**config.mk**
```make
export PLATFORM = sky130hd
export DESIGN_NAME = sgc_mem
export DESIGN_NICKNAME = d
export VERILOG_FILES = /design/src/rtl/sgc_mem.sv
export SDC_FILE = /design/constraint.sdc
export NUM_CORES = 1
export LEC_CHECK = 0
export BUFFER_PORTS_ARGS = -buffer_cell sky130_fd_sc_hd__buf_4
export CORE_ASPECT_RATIO = 1.75
export CORE_MARGIN = 1
export CORE_UTILIZATION = 50
export CTS_BUF_LIST = sky130_fd_sc_hd__clkbuf_2 sky130_fd_sc_hd__clkbuf_4 sky130_fd_sc_hd__clkbuf_8
export CTS_CLUSTER_DIAMETER = 80
export DETAILED_ROUTE_END_ITERATION = 12
export GPL_TIMING_DRIVEN = 0
export PLACE_DENSITY_LB_ADDON = 0.08
export SLEW_MARGIN = 20
export SYNTH_ARGS = -nofsm -noshare
export SYNTH_HDL_FRONTEND = slang
export SYNTH_SLANG_ARGS = --single-unit
```
**constraint.sdc**
```tcl
create_clock -name clock -period 3.8 [get_ports clock]
set_input_delay 0.57 -clock clock [delete_from_list [all_inputs] [get_ports clock]]
set_output_delay 0.57 -clock clock [all_outputs]
set_load 0.005 [all_outputs]
```
**src/rtl/sgc_mem.sv**
```systemverilog
// Simple dual-port synchronous RAM: one write port, one read port, registered read.
// No dependencies; holds the direction table and the quasi words.
module sgc_mem #(
   parameter int WIDTH = 30,
   parameter int AW    = 4
) (
   input  logic             clock,
   input  logic             we,
   input  logic [AW-1:0]    waddr,
   input  logic [WIDTH-1:0] wdata,
   input  logic [AW-1:0]    raddr,
   output logic [WIDTH-1:0] rdata
);

   logic [WIDTH-1:0] mem_ff [2**AW];
   logic [WIDTH-1:0] rdata_ff;

   always_ff @(posedge clock) begin
      if (we) begin
         mem_ff[waddr] <= wdata;
      end
      rdata_ff <= mem_ff[raddr];
   end

   assign rdata = rdata_ff;

endmodule

```
==> flow_metrics.py <==
metrics = {
    "status": {
        "outcome": "finished, final reports clean",
    },
    "clocking": {
        "clock-sinks": 510,
        "ctsResizeCount": 0,
        "path_clk_slew_ps": 60,
        "cts-root-buf": "clkbuf_8",
        "post-cts-setup-buffer-count": 0,
        "cts_max_level": 3,
        "cts_made_buffers": 72,
        "cts_tree": "done",
        "clock_latency_ps": 620,
        "hold_buffers": 0,
        "cts_buffer_depth": 3,
    },
    "place": {
        "dp_cells": 1363,
        "post_dp_cell_area_sq_um": 20610,
        "hpwl_mm": 26.15,
        "gp_routability_congestion": 0.7052,
        "io_buffers": 67,
    },
    "run": {
        "maxCapViolations": 0,
    },
    "critical_path": {
        "r2r.worst_path.cells": 3,
        "reg2reg_slack_ps": 2380,
        "path_cells": "buf_4 -> or3b_2 -> nor3_2 -> buf_4 -> buf_4",
        "startpoint": "waddr[2]",
        "cpMaxStageDelayCell": "nor3_2",
        "rr_endpoint": "rdata[8]",
        "start_kind": "input port",
        "worstPathMaxFanout": 7,
        "crit_required_ps": 4120,
        "end_kind": "register",
        "r2r_start": "mem_ff[13][8]",
        "worstSetupPathType": "in2reg",
        "arrival_ps": 2500,
        "critical-path-max-stage-delay_ps": 650,
        "cp_common_cell": "buf_4",
        "cp-endpoint": "mem_ff[0][4]",
    },
    "floorplanning": {
        "die_area_sq_um": 38690,
        "die_h_microns": 259.5,
        "dieWidth_microns": 149.1,
        "coreArea_sq_um": 37520,
        "rows": 94,
        "start_util_pct": 50.48,
        "num_io_pins": 70,
    },
    "global_routing": {
        "grt_first_pass_wirelength_mm": 60.75,
        "grt_overflow": 0,
        "grt_pass1_vias": 9629,
        "antenna_found_initial": 1,
        "grt_usage_pct": 22.48,
        "grt_max_degree": 20,
    },
    "timing": {
        "finalCriticalPeriod_ps": 2179,
        "final.setup_skew_ps": 13.19,
        "hold_ws_ps": 241.3,
        "setup_viol": 0,
        "rsz0062_at_grt": "no",
        "tightest_slew_ps": 998.9,
        "post-route-period-util_pct": 57.33,
        "drv_slew": 0,
        "max_freq_ghz": 0.4590,
        "max_slew_margin_pct": 33.41,
        "finalHoldViolCount": 0,
    },
    "logic_synthesis": {
        "synth_cell_types": 19,
        "yosys-top-cells-area": "edfxtp_1, mux4_2, mux4_1",
        "synth-edff-count": 480,
        "async_flop_share_pct": 0,
        "synthCells": 785,
        "synthFlopType": "edfxtp_1",
        "synth-seq-cells": 510,
        "synthesis.area_sq_um": 18940,
        "synth.top_cell.area_share_pct": 76.10,
        "avgSynthCellArea_sq_um": 24.13,
        "yosysTopAreaCell": "edfxtp_1",
        "yosys_warnings": 0,
        "seq_area_frac_synth_pct": 79.28,
        "syn-num-nets": 825,
    },
    "power_and_ir_drop": {
        "ir_drop_v": 0.0003394,
        "p_leak_nw": 7.328,
        "p_total_mw": 11.08,
        "power_density_nw_per_um2": 503.1,
    },
    "layout": {
        "final_nets": 997,
        "areaGrowthSynthToFinish_pct": 16.28,
        "drive_above_1_share_pct": 31.82,
        "layout.cells.non_filler": 1493,
        "final_area_sq_um": 22020,
    },
    "drt": {
        "post_drt_wl_per_cell_microns": 27.42,
        "firstDrtPassIters": 5,
        "drtAntennaViolNets": 0,
        "via_per_inst": 5.849,
        "wl_mm": 40.93,
        "num_vias": 8733,
        "drt_iter0_markers": 648,
        "drc": 0,
    },
    "min_path": {
        "min_path_type": "in2reg",
    },
}
-- area by class of cell --
type | count | area [sq um]
clock buffer | 111 | 1321
fill | 2741 | 15500
buffer | 38 | 324.1
multi-input combinational | 237 | 3711
clock inverter | 18 | 88.84
antenna | 1 | 2.502
timing repair buffer | 98 | 959.7
tap | 480 | 600.6
sequential | 510 | 15010
-- worst min path at each step --
stage                         startpoint        endpoint  slack (ps)  cells past startpoint
final                          wdata[24]   mem_ff[2][24]         240                      1
after global routing           wdata[15]   mem_ff[8][15]         220                      1
after CTS                      wdata[12]  mem_ff[11][12]         190                      1
after detailed placement  mem_ff[12][23]       rdata[23]         660                      3
after global placement    mem_ff[15][26]       rdata[26]         640                      3
after floorplan            mem_ff[15][0]        rdata[0]         620                      3
-- report_power, final --
group / total (mW) / leakage [nW] / switching, mW / internal, mW
Sequential: 6.32 / 4.59 / 0.0329 / 6.29
Clock: 4.15 / 0.757 / 1.93 / 2.22
Combinational: 0.610 / 1.98 / 0.332 / 0.277
-- per-layer routing --
metal | vias to the layer above | track usage, % | share of wire [%]
li1 | 3756 | - | -
met1 | 4694 | 27.14 | 39
met4 | 0 | 7.426 | 1.8
met5 | - | 0 | 0
met2 | 227 | 40.36 | 55
met3 | 56 | 4.060 | 4.1
-- cells by family after synthesis --
group | after synthesis | share of synthesized area (%)
buf+inv | 38 | 1.711
mux | 120 | 15.34
simple gates | 57 | 1.295
flops | 510 | 79.28
compound gates | 60 | 2.378
-- placed cells by master, fill, tap and decap left out, drive strengths merged, types with 4 or more instances in the layout --
| cell type | n |
|---|---|
| a22oi | 60 |
| buf | 121 |
| clkbuf | 126 |
| clkinv | 15 |
| dfxtp | 30 |
| edfxtp | 480 |
| mux4 | 120 |
| nand2 | 31 |
| nor2 | 13 |
| nor3 | 4 |
-- cells in the mapped netlist (3+ instances only) --
library cell,instances
a22oi_1,60
buf_1,3
buf_12,10
buf_2,9
clkbuf_1,15
dfxtp_1,30
edfxtp_1,480
mux4_1,54
mux4_2,66
nand2_1,31
nor2_1,13
nor3_1,4
-- stage by stage --
stage                     setup WS (ps)  util, %  TNS (ps)
after floorplan                   190.9        -         0
final                              1621    58.70         0
after global routing               1569    58.70         0
after CTS                          1638    58.69         0
after global placement            -2476    53.42   -382150
after detailed placement          969.8    54.93         0
-- registers in the layout, summed over array words and instances (netlist names) --
name and flops:
rdata 30, mem_ff 480
-- worst max-delay path: cells and delay by family --
kind	cells	cell delay (ps)
AND/OR/NAND/NOR	2	1240
buffers and inverters	3	660
(Power assumes the default switching activity.)
