--- src/rtl/sgc_pkg.sv ---
// Shared types and constants for the Sobol Gray-code point generator.
// No dependencies; imported by the top level, sgc_seq and sgc_rsp_fifo.
package sgc_pkg;

   localparam int CMD_W     = 3;
   localparam int DIM_W     = 4;
   localparam int BIDX_W    = 5;
   localparam int FRAC_W    = 30;
   localparam int DIMS_W    = 5;
   localparam int OUT_LIMIT = 16;
   localparam int CSR_AW    = 3;
   localparam int CSR_DW    = 32;

   localparam logic REG_DIMENSIONS = 1'b0;

   typedef enum logic [CMD_W-1:0] {
      CMD_LOAD_DIR   = 3'd0,
      CMD_LOAD_QUASI = 3'd1,
      CMD_SET_COUNT  = 3'd2,
      CMD_DRAW       = 3'd3,
      CMD_SKIP       = 3'd4
   } cmd_type;

   typedef struct packed {
      logic [CMD_W-1:0]  command;
      logic [DIM_W-1:0]  dim_index;
      logic [BIDX_W-1:0] bit_index;
      logic [FRAC_W-1:0] value;
   } req_type;

   typedef struct packed {
      logic [DIM_W-1:0]  out_dim;
      logic [FRAC_W-1:0] sample;
      logic              last;
      logic              exhausted;
   } rsp_type;

endpackage

--- src/rtl/sgc_seq.sv ---
// Command sequencer: loads, counter, lowest-zero-bit scan and per-dimension XOR update.
// Depends on sgc_pkg; drives both memories and the result queue.
module sgc_seq #(
   parameter int DIM_MAX = 16,
   parameter int BITS    = 30,
   parameter int DW      = 4,
   parameter int BW      = 5
) (
   input  logic                       clock,
   input  logic                       reset,
   input  logic                       req_valid,
   output logic                       req_ready,
   input  sgc_pkg::req_type           req,
   input  logic [sgc_pkg::DIMS_W-1:0] dims,
   input  logic [1:0]                 fifo_count,
   input  logic                       fifo_pop,
   output logic                       push,
   output sgc_pkg::rsp_type           push_data,
   output logic                       dir_we,
   output logic [DW+BW-1:0]           dir_waddr,
   output logic [BITS-1:0]            dir_wdata,
   output logic [DW+BW-1:0]           dir_raddr,
   input  logic [BITS-1:0]            dir_rdata,
   output logic                       quasi_we,
   output logic [DW-1:0]              quasi_waddr,
   output logic [BITS-1:0]            quasi_wdata,
   output logic [DW-1:0]              quasi_raddr,
   input  logic [BITS-1:0]            quasi_rdata
);
   import sgc_pkg::*;

   localparam int DimLimit = (DIM_MAX < OUT_LIMIT) ? DIM_MAX : OUT_LIMIT;

   typedef enum logic [1:0] {
      ST_IDLE,
      ST_SCAN,
      ST_RUN,
      ST_EXH
   } state_type;

   state_type        state_ff;
   logic [BITS-1:0]  count_ff;
   logic [BITS-1:0]  scan_ff;
   logic [BW-1:0]    lvl_ff;
   logic [DIM_W-1:0] j_ff;
   logic             draw_ff;
   logic             b_valid_ff;
   logic             b_draw_ff;
   logic [DIM_W-1:0] b_j_ff;
   logic             b_last_ff;

   cmd_type          cmd;
   logic             accept;
   logic             dim_ok;
   logic             load_quasi;
   logic [DIMS_W-1:0] n_eff;
   logic [DIM_W-1:0] last_idx;
   logic [BITS-1:0]  new_word;
   logic [FRAC_W-1:0] frac;
   logic [2:0]       occ;
   logic             issue;
   logic             exh_push;
   logic             nib_zero;
   logic [2:0]       tz;

   always_comb begin
      if (dims == '0) begin
         n_eff = DIMS_W'(1);
      end else if (32'(dims) > DimLimit) begin
         n_eff = DIMS_W'(DimLimit);
      end else begin
         n_eff = dims;
      end
   end
   assign last_idx = DIM_W'(n_eff - DIMS_W'(1));

   assign cmd        = cmd_type'(req.command);
   assign req_ready  = (state_ff == ST_IDLE) && !b_valid_ff;
   assign accept     = req_valid && req_ready;
   assign dim_ok     = 32'(req.dim_index) < DIM_MAX;
   assign load_quasi = accept && (cmd == CMD_LOAD_QUASI) && dim_ok;

   assign dir_we    = accept && (cmd == CMD_LOAD_DIR) && dim_ok && (32'(req.bit_index) < BITS);
   assign dir_waddr = {DW'(req.dim_index), BW'(req.bit_index)};
   assign dir_wdata = BITS'(req.value);
   assign dir_raddr = {DW'(j_ff), lvl_ff};

   assign new_word    = quasi_rdata ^ dir_rdata;
   assign quasi_we    = b_valid_ff || load_quasi;
   assign quasi_waddr = b_valid_ff ? DW'(b_j_ff) : DW'(req.dim_index);
   assign quasi_wdata = b_valid_ff ? new_word : BITS'(req.value);
   assign quasi_raddr = DW'(j_ff);

   generate
      if (BITS >= FRAC_W) begin : g_frac_trunc
         assign frac = new_word[BITS-1 -: FRAC_W];
      end else begin : g_frac_pad
         assign frac = {new_word, {(FRAC_W-BITS){1'b0}}};
      end
   endgenerate

   // results in queue after this cycle, counting the one in the read stage
   assign occ   = 3'({1'b0, fifo_count}) + 3'(b_valid_ff && b_draw_ff) - 3'(fifo_pop);
   assign issue = (state_ff == ST_RUN) && (!draw_ff || occ < 3'd2);

   assign exh_push = (state_ff == ST_EXH) && (fifo_count != 2'd2 || fifo_pop);
   assign push     = exh_push || (b_valid_ff && b_draw_ff);

   always_comb begin
      if (exh_push) begin
         push_data.out_dim   = '0;
         push_data.sample    = '0;
         push_data.last      = 1'b1;
         push_data.exhausted = 1'b1;
      end else begin
         push_data.out_dim   = b_j_ff;
         push_data.sample    = frac;
         push_data.last      = b_last_ff;
         push_data.exhausted = 1'b0;
      end
   end

   assign nib_zero = (scan_ff[3:0] != 4'hF);
   always_comb begin
      priority if (!scan_ff[0]) begin
         tz = 3'd0;
      end else if (!scan_ff[1]) begin
         tz = 3'd1;
      end else if (!scan_ff[2]) begin
         tz = 3'd2;
      end else begin
         tz = 3'd3;
      end
   end

   always_ff @(posedge clock) begin
      if (reset) begin
         state_ff   <= ST_IDLE;
         count_ff   <= '0;
         b_valid_ff <= 1'b0;
      end else begin
         b_valid_ff <= issue;
         unique case (state_ff)
            ST_IDLE: begin
               if (accept) begin
                  if (cmd == CMD_SET_COUNT) begin
                     count_ff <= BITS'(req.value);
                  end else if (cmd == CMD_DRAW || cmd == CMD_SKIP) begin
                     if (count_ff == {BITS{1'b1}}) begin
                        state_ff <= ST_EXH;
                     end else begin
                        state_ff <= ST_SCAN;
                     end
                  end
               end
            end
            ST_SCAN: begin
               if (nib_zero) begin
                  count_ff <= count_ff + BITS'(1);
                  state_ff <= ST_RUN;
               end
            end
            ST_RUN: begin
               if (issue && j_ff == last_idx) begin
                  state_ff <= ST_IDLE;
               end
            end
            ST_EXH: begin
               if (exh_push) begin
                  state_ff <= ST_IDLE;
               end
            end
            default: begin
               state_ff <= ST_IDLE;
            end
         endcase
      end

      b_draw_ff <= draw_ff;
      b_j_ff    <= j_ff;
      b_last_ff <= (j_ff == last_idx);
      if (state_ff == ST_IDLE && accept) begin
         draw_ff <= (cmd == CMD_DRAW);
         scan_ff <= count_ff;
         lvl_ff  <= '0;
      end
      if (state_ff == ST_SCAN) begin
         j_ff <= '0;
         if (nib_zero) begin
            lvl_ff <= lvl_ff + BW'(tz);
         end else begin
            scan_ff <= scan_ff >> 4;
            lvl_ff  <= lvl_ff + BW'(4);
         end
      end
      if (issue) begin
         j_ff <= j_ff + DIM_W'(1);
      end
   end

   a_scan_has_zero: assert property (@(posedge clock) disable iff (reset)
      (state_ff == ST_SCAN) |-> (scan_ff != {BITS{1'b1}}))
      else $error("bit scan started on a full counter");

   a_level_in_range: assert property (@(posedge clock) disable iff (reset)
      (state_ff == ST_RUN) |-> (32'(lvl_ff) < BITS))
      else $error("direction level out of range");

   a_stage_dim: assert property (@(posedge clock) disable iff (reset)
      b_valid_ff |-> (b_j_ff <= last_idx))
      else $error("update past last active dimension");

   a_no_load_during_update: assert property (@(posedge clock) disable iff (reset)
      b_valid_ff |-> !accept)
      else $error("transaction accepted during quasi update");

endmodule

--- config.mk ---
export PLATFORM = sky130hd
export DESIGN_NAME = sgc_seq
export DESIGN_NICKNAME = d
export VERILOG_FILES = /design/src/rtl/sgc_pkg.sv /design/src/rtl/sgc_seq.sv
export SDC_FILE = /design/constraint.sdc
export NUM_CORES = 1
export LEC_CHECK = 0
export BUFFER_PORTS_ARGS = -buffer_cell sky130_fd_sc_hd__buf_2
export CORE_MARGIN = 3
export CORE_UTILIZATION = 48
export CTS_CLUSTER_DIAMETER = 100
export CTS_CLUSTER_SIZE = 24
export DETAILED_ROUTE_END_ITERATION = 10
export GPL_TIMING_DRIVEN = 0
export PLACE_DENSITY = 0.87
export SYNTH_ARGS = -nofsm -noshare
export SYNTH_HDL_FRONTEND = slang
export SYNTH_SLANG_ARGS = --single-unit
--- constraint.sdc ---
create_clock -name clock -period 3.2 [get_ports clock]
set_input_delay 0.48 -clock clock [delete_from_list [all_inputs] [get_ports clock]]
set_output_delay 0.48 -clock clock [all_outputs]
set_load 0.005 [all_outputs]
==> impl_results.md <==
* Run status: completed
* Clock Path Buffers at 2
* Mean post-synth cell area at 7.44 um2
* FILL cells at 964
* Top post-synthesis cells by area: dfxtp_1 (26%), nor2_1 (9.1%), buf_4 (6.9%), nand2_1 (6.5%), xnor2_1 (6.2%)
* Final nets at 1,086
* DR iter-0 viols at 587
* Setup-failing EPs final at 0
* Starting Density at 50.7%
* Residual DRC at 0
* Seq/Total Area, Yosys at 31.4%
* Storage element area at 1680 um2
* Worst VDD drop at 211 uV
* Post-synthesis xor/xnor area fraction at 6.72%
* YS warnings at 0
* Critical path class: register to register
* Vias per Instance at 5.62
* Via count of the first global-routing pass at 5,870
* Clk sink count at 79
* Post-synth top area cell: dfxtp_1
* Share of layout cells above drive strength 1 at 35.0%
* Post-synthesis compound-gate area fraction at 19.8%
* Main combinational cell family by area after synthesis: simple AND/OR/NAND/NOR gates
* Area growth syn-to-layout at 28.6%
* Post-route ant nets at 0
* Slew margin rel. at 53.6%
* Post-synth EDFFs at 10
* Yosys top cell area share at 25.8%
* Worst reg-to-reg setup slack at 0.32 ns
* Worst Setup Start Kind: register
* Count of cell types in the netlist at 63
* Cell leakage power at 3.07 nW
* Row cnt at 37
* Skew final at 0.0123 ns
* Critical Path RT at 3.42 ns
* Die height at 112 um
* Synth async-reset ratio at 0%
* Max H-tree Level at 3
* CTS tree: done
* Antenna fix cells at 0
* Main synth FF type: dfxtp_1
* CTS root buf: clkbuf_8
* Met3 GRT Util at 5.60%
* Fin crit period at 2.88 ns
* Total power at 2.41 mW
* Dpl hpwl at 14.7 mm
* Via count at 6,210
* RSZ-0062 raised after global routing: false
* First-pass GRT wire length at 29.5 mm
* Pre-antenna DRT Iters at 8
* Final wirelength at 18.6 mm
* Total global-route track usage at 28.7%
* Final GP Congestion at 0.994
* Met2 global-route usage at 48.4%
* Hold/Removal Path Class: register to register
* Crit path DAT at 3.10 ns
* Synthesized Nets at 841
* Total clock buffers created by CTS at 9
* Avg WL per Cell at 16.8 um
* Power Density at 350 nW/um2
* Hold buffer count at CTS at 0
* Die Area at 12,400 um2
* Crit end category: register
* Syn Inst Count at 719
* Multi-input gate area at 3040 um2
* Top Usage Layer GRT: met2
* CP max FO at 19
* Post-Synth Simple-Gate Area at 26.6%
* Adder-cell share of the synthesized area at 2.39%
* Met1 Use GR at 37.6%
* Clk_lat worst skew at 0.36 ns
* Hold WS at 0.395 ns
* HP Start: draw_ff
* Synthesized area at 5350 um2
* Proportion of synthesized area in mux cells at 1.40%
* Period utilization at 90.0%
* Worst-path clk slew at 0.08 ns
* Final core area utilization at 65.2%
* Synthesized flop and latch total at 79
* GR Overflow Total at 0
* Port bufs at 236
* Hold Crit Depth at 0
* FF-to-FF path depth at 9
* Initial antenna violation count at 0
* Die Wd at 112 um
* Io pins at 239
* Slew Viols, Final at 0
* Hold Path End: b_draw_ff
* Pin count of the biggest net entering global routing at 20
* CORE AREA at 10,600 um2
* Final hold violations at 0
* Worst R2R End: state_ff[1]
* Worst R2R Start: b_valid_ff
* Max Freq at 347 MHz
* Tightest Pin Transition at 0.691 ns
* Setup bufs post-CTS at 0
* Max-capacitance violation count at 0
cell families (layout without fill, tap and decap cells):
| group | count (synthesis) | count (layout) |
|---|---|---|
| and+or+nand+nor | 309 | 309 |
| AOI/OAI and AO/OA | 165 | 165 |
| buffers and inverters | 109 | 359 |
| DFF | 79 | 79 |
| xor gates and xnor gates | 41 | 41 |
| adders and majority gates | 9 | 9 |
| muxes | 7 | 7 |
Yosys cell counts (4+ instances only):
library cell	number
a211oi_1	9
nor3_1	14
ha_1	7
nor2b_1	8
or3_1	5
nand4_1	9
nand2_1	92
nand2b_1	5
edfxtp_1	10
inv_1	11
clkbuf_1	32
a21oi_1	63
buf_4	49
o22ai_1	7
nor2_1	129
a21o_1	5
a31o_2	5
and3_1	6
xnor2_1	38
mux2_2	4
a31oi_1	28
nand3_1	12
nor4_1	4
buf_2	11
o21ai_0	16
dfxtp_1	69
how the worst max path moves through the flow:
stage                     from  slack (ns)     endpoint  cells after the start
finish              b_valid_ff        0.32  state_ff[1]                      9
global route        b_valid_ff        0.11  state_ff[1]                      9
CTS                 b_valid_ff        0.08  state_ff[1]                     10
detailed placement  b_valid_ff       -0.53  state_ff[1]                     11
global placement    b_valid_ff       -0.56  state_ff[1]                     11
floorplan           b_valid_ff        0.37  state_ff[1]                     11
cell usage in the layout, fill, tap and decap left out, types with 4 or more instances in the layout:
| master | count |
|---|---|
| ha_1 | 7 |
| nand2b_1 | 5 |
| nor4_1 | 4 |
| a31oi_1 | 28 |
| and3_1 | 6 |
| dfxtp_1 | 69 |
| nand2_1 | 92 |
| nor2b_1 | 8 |
| clkbuf_1 | 31 |
| nand4_1 | 9 |
| nor3_1 | 14 |
| or3_1 | 5 |
| a211oi_1 | 9 |
| nand3_1 | 12 |
| a21oi_1 | 63 |
| buf_4 | 50 |
| mux2_2 | 4 |
| clkbuf_8 | 9 |
| inv_1 | 11 |
| xnor2_1 | 38 |
| o21ai_0 | 16 |
| nor2_1 | 129 |
| a31o_2 | 5 |
| o22ai_1 | 7 |
| a21o_1 | 5 |
| edfxtp_1 | 10 |
| buf_2 | 247 |
metal layers:
| layer | vias up | part of all wire, % |
|---|---|---|
| met3 | 48 | 9.5 |
| met4 | 0 | 2.1 |
| met1 | 2856 | 40 |
| li1 | 2940 | - |
| met5 | - | 0 |
| met2 | 366 | 48 |
through the flow:
step                cell area [um2]  setup WS, ns  std cells  TNS (ns)
finish                         6880         0.320       1105         0
global route                   6880         0.109       1105         0
CTS                            6880        0.0797       1106         0
detailed placement             6700        -0.530       1091     -2.67
global placement               6700        -0.560       1091     -2.82
floorplan                      5350         0.373        719         0
power by group:
part / switching [mW] / internal [mW]
Combinational: 0.300 / 0.280
Clock: 0.381 / 0.327
Sequential: 0.0558 / 1.06
Total: 0.737 / 1.67
cell type report:
type | count | area share, %
multi-input combinational | 531 | 44.2
clock inverter | 5 | 0.455
buffer | 95 | 8.33
tap | 136 | 2.47
clock buffer | 11 | 2.22
sequential | 79 | 24.4
timing repair buffer | 236 | 17.2
inverter | 12 | 0.691
worst max-delay path, stage by stage (launching register included):
cell,delay (ns)
dfxtp_1,0.52
buf_4,0.33
nand2_1,0.09
ha_1,0.27
nor2b_1,0.15
fa_1,0.43
o21ai_0,0.17
nand3b_1,0.25
nor4b_1,0.37
o32ai_1,0.14
what timing repair did:
item | in CTS | in global routing
cloned | 0 | 0
resized for setup | 2 | 1
setup endpoints to repair | 10 | 1
state kept, by name (all words and copies together) (netlist names):
name	cells
b_j_ff	4
b_draw_ff	1
quasi_raddr	4
state_ff	2
draw_ff	1
b_last_ff	1
scan_ff	30
b_valid_ff	1
lvl_ff	5
count_ff	30
(Power assumes the default switching activity.)
