==> config.mk <==
export PLATFORM = sky130hd
export DESIGN_NAME = sgc_rsp_fifo
export DESIGN_NICKNAME = d
export VERILOG_FILES = /design/src/rtl/sgc_pkg.sv /design/src/rtl/sgc_rsp_fifo.sv
export SDC_FILE = /design/constraint.sdc
export NUM_CORES = 1
export LEC_CHECK = 0
export BUFFER_PORTS_ARGS = -buffer_cell sky130_fd_sc_hd__buf_2
export CAP_MARGIN = 20
export CORE_MARGIN = 3
export CORE_UTILIZATION = 50
export DETAILED_ROUTE_END_ITERATION = 12
export PLACE_DENSITY_LB_ADDON = 0.2
export REMOVE_ABC_BUFFERS = 1
export SETUP_SLACK_MARGIN = 0.05
export SYNTH_ARGS = -nofsm -noshare
export SYNTH_HDL_FRONTEND = slang
export SYNTH_SLANG_ARGS = --single-unit
==> constraint.sdc <==
create_clock -name clock -period 4.2 [get_ports clock]
set_input_delay 0.21 -clock clock [delete_from_list [all_inputs] [get_ports clock]]
set_output_delay 0.21 -clock clock [all_outputs]
set_load 0.02 [all_outputs]
==> src/rtl/sgc_pkg.sv <==
// Shared types and constants for the Sobol Gray-code point generator.
// No dependencies; imported by the top level, sgc_seq and sgc_rsp_fifo.
package sgc_pkg;

   localparam int CMD_W     = 3;
   localparam int DIM_W     = 4;
   localparam int BIDX_W    = 5;
   localparam int FRAC_W    = 30;
   localparam int DIMS_W    = 5;
   localparam int OUT_LIMIT = 16;
   localparam int CSR_AW    = 3;
   localparam int CSR_DW    = 32;

   localparam logic REG_DIMENSIONS = 1'b0;

   typedef enum logic [CMD_W-1:0] {
      CMD_LOAD_DIR   = 3'd0,
      CMD_LOAD_QUASI = 3'd1,
      CMD_SET_COUNT  = 3'd2,
      CMD_DRAW       = 3'd3,
      CMD_SKIP       = 3'd4
   } cmd_type;

   typedef struct packed {
      logic [CMD_W-1:0]  command;
      logic [DIM_W-1:0]  dim_index;
      logic [BIDX_W-1:0] bit_index;
      logic [FRAC_W-1:0] value;
   } req_type;

   typedef struct packed {
      logic [DIM_W-1:0]  out_dim;
      logic [FRAC_W-1:0] sample;
      logic              last;
      logic              exhausted;
   } rsp_type;

endpackage

==> src/rtl/sgc_rsp_fifo.sv <==
// Two-entry result queue between the sequencer and the rsp channel.
// Depends on sgc_pkg for the result transaction type.
module sgc_rsp_fifo (
   input  logic              clock,
   input  logic              reset,
   input  logic              push,
   input  sgc_pkg::rsp_type  push_data,
   output logic [1:0]        count,
   output logic              pop,
   output logic              rsp_valid,
   input  logic              rsp_ready,
   output sgc_pkg::rsp_type  rsp_data
);
   import sgc_pkg::*;

   rsp_type    entry_ff [2];
   logic       wr_ptr_ff;
   logic       rd_ptr_ff;
   logic [1:0] count_ff;
   logic [1:0] count_in;

   assign rsp_valid = (count_ff != 2'd0);
   assign pop       = rsp_valid && rsp_ready;
   assign rsp_data  = entry_ff[rd_ptr_ff];
   assign count     = count_ff;

   always_comb begin
      count_in = count_ff;
      if (push && !pop) begin
         count_in = count_ff + 2'd1;
      end else if (pop && !push) begin
         count_in = count_ff - 2'd1;
      end
   end

   always_ff @(posedge clock) begin
      if (reset) begin
         wr_ptr_ff <= 1'b0;
         rd_ptr_ff <= 1'b0;
         count_ff  <= 2'd0;
      end else begin
         count_ff <= count_in;
         if (push) begin
            wr_ptr_ff <= ~wr_ptr_ff;
         end
         if (pop) begin
            rd_ptr_ff <= ~rd_ptr_ff;
         end
      end
      if (push) begin
         entry_ff[wr_ptr_ff] <= push_data;
      end
   end

   a_no_overflow: assert property (@(posedge clock) disable iff (reset)
      push |-> (count_ff != 2'd2 || pop))
      else $error("result queue overflow");

   a_count_bound: assert property (@(posedge clock) disable iff (reset)
      count_ff != 2'd3)
      else $error("result queue count out of range");

   a_no_underflow: assert property (@(posedge clock) disable iff (reset)
      (count_ff == 2'd0) |-> !pop)
      else $error("result queue underflow");

endmodule

==> results of run 1 <==
==> cells by family after synthesis <==
| kind of cell | count (synthesis) | share of synthesized area (%) |
|---|---|---|
| AO/OA/AOI/OAI | 3 | 0.5354 |
| flip-flops | 77 | 80.75 |
| multiplexers | 36 | 14.47 |
| XOR/XNOR | 4 | 1.251 |
| buffers and inverters | 5 | 1.116 |
| AND/OR/NAND/NOR | 8 | 1.430 |
| adder cells (fa/ha/maj) | 1 | 0.4466 |
==> power by group <==
group,internal (mW),switching (mW)
clock,0.328,0.237
sequential,0.908,0.0785
combinational,0.229,0.268
total,1.46,0.584
==> path summary, 6_finish.rpt <==
path	slack, ns	depth (start not counted)	end
setup / recovery	2.19	2	rsp_data[12]
hold / removal	0.06	1	entry_ff[0][6]$_DFFE_PP_
setup reg to reg	2.62	1	entry_ff[0][33]$_DFFE_PP_
hold reg to reg	0.54	2	rd_ptr_ff$_SDFFE_PP0P_
==> cell usage after synthesis (3+ instances only) <==
| cell | instances |
|---|---|
| edfxtp_1 | 72 |
| mux2_2 | 36 |
| dfxtp_1 | 5 |
| nor2_1 | 4 |
| buf_4 | 3 |
| xor2_1 | 3 |
==> state kept, by name, summed over array words and instances (netlist names), named ones only <==
name and cells:
wr_ptr_ff 1, count 2, entry_ff 72, rd_ptr_ff 1
==> area by class of cell <==
type	instances	area share (%)
sequential	77	65.21
clock inverter	5	2.199
clock buffer	10	3.677
timing repair buffer	79	11.39
tap	70	2.523
multi-input combinational	52	14.89
inverter	1	0.1081
==> layer usage <==
| layer | global-route usage [%] | up-vias | wire length (um) | part of all wire (%) |
|---|---|---|---|---|
| met3 | 5.100 | 5 | 300 | 6.4 |
| met1 | 15.82 | 692 | 1789 | 38 |
| met2 | 26.27 | 45 | 2504 | 54 |
| met4 | 8.615 | 0 | 70 | 1.5 |
| met5 | 0 | - | 0 | 0 |
| li1 | - | 688 | - | - |
==> layout by cell type (no fill, tap or decap), types with 2 or more instances in the layout <==
| cell type | Yosys | layout |
|---|---|---|
| buf_2 | 1 | 79 |
| xor2_1 | 3 | 3 |
| clkbuf_8 | 0 | 9 |
| mux2_2 | 36 | 36 |
| edfxtp_1 | 72 | 72 |
| bufinv_16 | 0 | 2 |
| nor2_1 | 4 | 4 |
| dfxtp_1 | 5 | 4 |
==> critical path, stage by stage (launching register included) <==
cell	delay, ns
dfxtp_2	0.88
mux2_2	0.42
buf_2	0.16
==> impl_metrics.json, run 1 <==
{
  "grt_overflow": 0,
  "die_w_um": 80.85,
  "placed_area_um2": 3267,
  "wirelength_um": 4664,
  "num-fill-cells": 408,
  "worst_hold_slack_ns": 0.05891,
  "hp-class": "in2reg",
  "vdd_drop_max_mv": 0.5239,
  "antenna_left": 0,
  "diodes": 0,
  "yosys_warnings": 0,
  "start_util_pct": 53.16,
  "p_total_mw": 2.048,
  "grt_max_degree": 37,
  "reg2reg_from": "wr_ptr_ff$_SDFFE_PP0P_",
  "synth.area.top_cells": "edfxtp_1, mux2_2, dfxtp_1, xor2_1, buf_4",
  "place_ws_ns": 2.525,
  "place_congestion": 0.6759,
  "finalCritPeriodShare_pct": 47.89,
  "dr.pass1.iters": 4,
  "rsz0062_at_grt": "false",
  "fin_setup_tns_ns": 0,
  "synth_cell_types": 17,
  "synth-main-ff-cell": "edfxtp_1",
  "ys_seq_area_share_pct": 80.75,
  "cts_buffers": 9,
  "cap_violations": 0,
  "cts.sink_count": 77,
  "chipHeight_um": 80.85,
  "multi_input_area_um2": 516.7,
  "async_reset_ff_share_pct": 0,
  "outcome": "finished, final reports clean",
  "die_area_um2": 6537,
  "dp.cells": 279,
  "cts_tree": "done",
  "design.core.area_um2": 5270,
  "syn_area_per_cell_um2": 20.91,
  "relSlewSlack_pct": 30.28,
  "crit_arrival_ns": 1.80,
  "hp-start": "push_data[6]",
  "required_ns": 3.99,
  "syn-instance-count": 134,
  "drive_gt1_share_pct": 58.93,
  "finClkSkew_ns": 0.007894,
  "syn_to_final_growth_pct": 23.89,
  "grt_pass1_wl_um": 7038,
  "period_needed_ns": 2.011,
  "synth_area_leader_cell": "edfxtp_1",
  "regArea_um2": 2263,
  "fin_util_pct": 65.86,
  "max_clock_freq_mhz": 497.2,
  "worstMarginPinSlew_ns": 1.044,
  "insertion_delay_ns": 0.33,
  "routed_via_density": 4.864,
  "antenna_found_initial": 0,
  "synth_edf_count": 72,
  "clkTransAtPathRegs_ns": 0.07,
  "instances_no_fill": 294,
  "std_cell_rows": 26,
  "ioPinCount": 80,
  "drv_slew": 0,
  "vias": 1430,
  "startpoint_type": "flop",
  "p_leak_nw": 1.324,
  "yosysTopAreaCellShare_pct": 77.18,
  "synth_area_um2": 2801,
  "hpwl_um": 3034,
  "ys_ff_latch": 77,
  "worst_slack_ns": 2.189,
  "portBuffers": 79,
  "powerDensity_nw_per_um2": 590.1,
  "setup_viol": 0,
  "grt_usage_pct": 15.07,
  "cts-root-buf": "clkbuf_8",
  "cp-end-kind": "primary output",
  "post-cts-setup-buffers": 0,
  "cts_resized": 0,
  "stdcell_area_um2": 3471,
  "ctsHtreeMaxLevel": 3,
  "worstSetupPathType": "reg2out",
  "grt_pass1_vias": 1492,
  "cts_hold_buf": 0,
  "worst-path-max-fanout": 36,
  "drc": 0,
  "wl_per_cell_um": 15.86,
  "cts_buffer_depth": 2,
  "nets": 261,
  "drt_iter0_drc": 91,
  "finalHoldViolCount": 0
}
Power figures use the tool's default switching activity.
==> run 2: changes to the inputs <==
ABC_AREA = 1   (was default)
CORE_UTILIZATION = 47   (was 50)
clock period = 1.6 ns   (was 4.2 ns; I/O delays follow)
==> run 2 against run 1 <==
  * Power increased by 120%
  * Core utilization grew 0.50 points
  * Synthesized cell count grew 9.7%
==> impl_metrics.json, run 2 <==
{
  "design.core.area_um2": 6026,
  "finClkSkew_ns": 0.007919,
  "period_needed_ns": 1.481,
  "place_congestion": 0.6763,
  "nets": 317,
  "regMostFlops": "entry_ff",
  "dr.pass1.iters": 4,
  "rsz0062_at_grt": "false",
  "clock_power_share_pct": 26.3,
  "place_ws_ns": 0.3430,
  "yosys.area_share.adder_pct": 0.4198,
  "cts.sink_count": 77,
  "vdd_drop_max_mv": 0.6719,
  "yosysTopAreaCellShare_pct": 72.54,
  "grt_pass1_wl_um": 7845,
  "yosysMostFrequentCell": "edfxtp_1",
  "cts_tree": "done",
  "synth_area_um2": 2980,
  "r2r_slack_ns": 0.29,
  "synthMuxAreaShare_pct": 17.38,
  "synth_compound_area_share_pct": 0.3359,
  "cts-root-buf": "clkbuf_8",
  "ioPinCount": 80,
  "cp-end-kind": "primary output",
  "grt_max_degree": 23,
  "combPwrFrac_pct": 20.2,
  "r2r_cells": 9,
  "yosys.area_share.simple_pct": 2.435,
  "synth_cell_types": 15,
  "syn_to_final_growth_pct": 34.17,
  "yosys.area_share.xor_xnor_pct": 0,
  "portBuffers": 79,
  "drive_gt1_share_pct": 47.33,
  "wl_per_cell_um": 13.85,
  "start_util_pct": 49.46,
  "multi_input_area_um2": 620.6,
  "yosys_warnings": 0,
  "worst_slack_ns": 0.1190,
  "reg2reg_from": "count[0]$_SDFFE_PP0P_",
  "stdcell_area_um2": 3999,
  "grt_overflow": 0,
  "syn-instance-count": 147,
  "hold_path_depth": 3,
  "cts_buffer_depth": 2,
  "max_clock_freq_mhz": 675.2,
  "finalCritPeriodShare_pct": 92.56,
  "drv_slew": 0,
  "grt_usage_pct": 14.24,
  "syn_area_per_cell_um2": 20.27,
  "p_sw_mw": 1.113,
  "placed_area_um2": 3477,
  "hpwl_um": 3056,
  "regArea_um2": 2263,
  "hp-class": "in2reg",
  "swShare_pct": 25.11,
  "antenna_left": 0,
  "post_synth_most_frequent_cells": "edfxtp_1, mux2_4, inv_1, nand2_1",
  "worst-path-max-fanout": 18,
  "worstSetupPathType": "reg2out",
  "clkTransAtPathRegs_ns": 0.07,
  "startpoint_type": "flop",
  "synth_top_family_by_area": "multiplexers",
  "setup_viol": 0,
  "required_ns": 1.52,
  "drc": 0,
  "vias": 1642,
  "chipHeight_um": 85.63,
  "finalHoldViolCount": 0,
  "drt_iter0_drc": 107,
  "relSlewSlack_pct": 80.22,
  "synth.area.top_cells": "edfxtp_1, mux2_4, dfxtp_1, mux2_2, buf_12",
  "insertion_delay_ns": 0.32,
  "grt_pass1_vias": 1692,
  "synth_edf_count": 72,
  "ys_ff_latch": 77,
  "pwr-share-seq_pct": 53.5,
  "wirelength_um": 4929,
  "routed_via_density": 4.612,
  "die_area_um2": 7333,
  "final_common_cell": "buf_2",
  "outcome": "finished, final reports clean",
  "mostFrequentLayoutCells": "buf_2, edfxtp_1, dlygate4sd3_1",
  "async_reset_ff_share_pct": 0,
  "crit_arrival_ns": 1.40,
  "std_cell_rows": 28,
  "num-fill-cells": 450,
  "min_to": "wr_ptr_ff$_SDFFE_PP0P_",
  "p_leak_nw": 1.637,
  "ctsHtreeMaxLevel": 3,
  "synth-main-ff-cell": "edfxtp_1",
  "antenna_found_initial": 0,
  "largest_register_ffs": 72,
  "powerDensity_nw_per_um2": 1108,
  "die_w_um": 85.63,
  "r2r-end": "count[1]$_SDFFE_PP0P_",
  "hp-start": "push",
  "ys_seq_area_share_pct": 75.90,
  "diodes": 0,
  "worstMarginPinSlew_ns": 0.2967,
  "synth_area_leader_cell": "edfxtp_1",
  "post-cts-setup-buffers": 0,
  "cap_violations": 0,
  "cts_buffers": 9,
  "p_int_mw": 3.318
}
==> run 2: how the worst max path moves through the flow <==
| stage | to | from | slack (ns) |
|---|---|---|---|
| final | rsp_data[32] | flop | 0.12 |
| after global routing | rsp_data[35] | flop | 0.06 |
| after CTS | rsp_data[29] | flop | 0.09 |
| after detailed placement | count[1]$_SDFFE_PP0P_ | count[0]$_SDFFE_PP0P_ | 0.34 |
| after global placement | count[1]$_SDFFE_PP0P_ | count[0]$_SDFFE_PP0P_ | 0.41 |
| after floorplan | entry_ff[0][0]$_DFFE_PP_ | wr_ptr_ff$_SDFFE_PP0P_ | -0.67 |
==> run 2: power groups by stage <==
| stage | clock network [mW] | logic [mW] | registers (mW) |
|---|---|---|---|
| 2_1_floorplan | 0 | 0.498 | 2.47 |
| 3_3_place_gp | 0 | 0.828 | 2.41 |
| 3_5_place_dp | 0 | 0.832 | 2.41 |
| 4_1_cts | 1.21 | 0.905 | 2.37 |
| 5_1_grt | 1.30 | 0.962 | 2.38 |
| 6_report | 1.17 | 0.894 | 2.37 |
==> run 2: metal layers <==
metal | routed length, um | GRT usage [%]
met1 | 1992 | 17.04
met2 | 2539 | 23.52
met3 | 286 | 3.842
met4 | 110 | 7.626
met5 | 0 | 0
==> run 2: area by class of cell <==
cell class              count  area share (%)
multi-input cells          57           15.52
repair buffers            122           20.90
clock buffers              13           3.473
flip-flops and latches     77           56.60
well taps                  75           2.347
inverters                   9          0.8448
clock inverters             3          0.3129
==> run 2: stage by stage <==
stage / util (%) / hold slack [ns] / cells / total power [mW] / TNS, ns
finish: 66.36 / 0.06972 / 356 / 4.430 / 0
global route: 66.36 / 0.07806 / 356 / 4.642 / 0
CTS: 66.36 / 0.04952 / 356 / 4.486 / 0
detailed placement: 57.70 / 0.2707 / 303 / 3.245 / 0
global placement: 57.70 / 0.2676 / 303 / 3.236 / 0
floorplan: - / 0.1593 / 143 / 2.967 / -36.00
==> run 2: critical path, stage by stage, from the launching register on <==
cell,delay [ns]
dfxtp_2,0.38
buf_12,0.19
mux2_2,0.35
buf_2,0.16
==> run 2: repair_timing <==
action	in CTS	in global routing
endpoints found under the hold margin	73	0
hold buffers	37	0
gates resized for setup	0	0
==> run 2: cells by family after synthesis <==
group / Yosys count
AND/OR/NAND/NOR: 18
flip-flops: 77
multiplexers: 36
buffers and inverters: 13
adder cells (fa/ha/maj): 1
AO/OA/AOI/OAI: 2
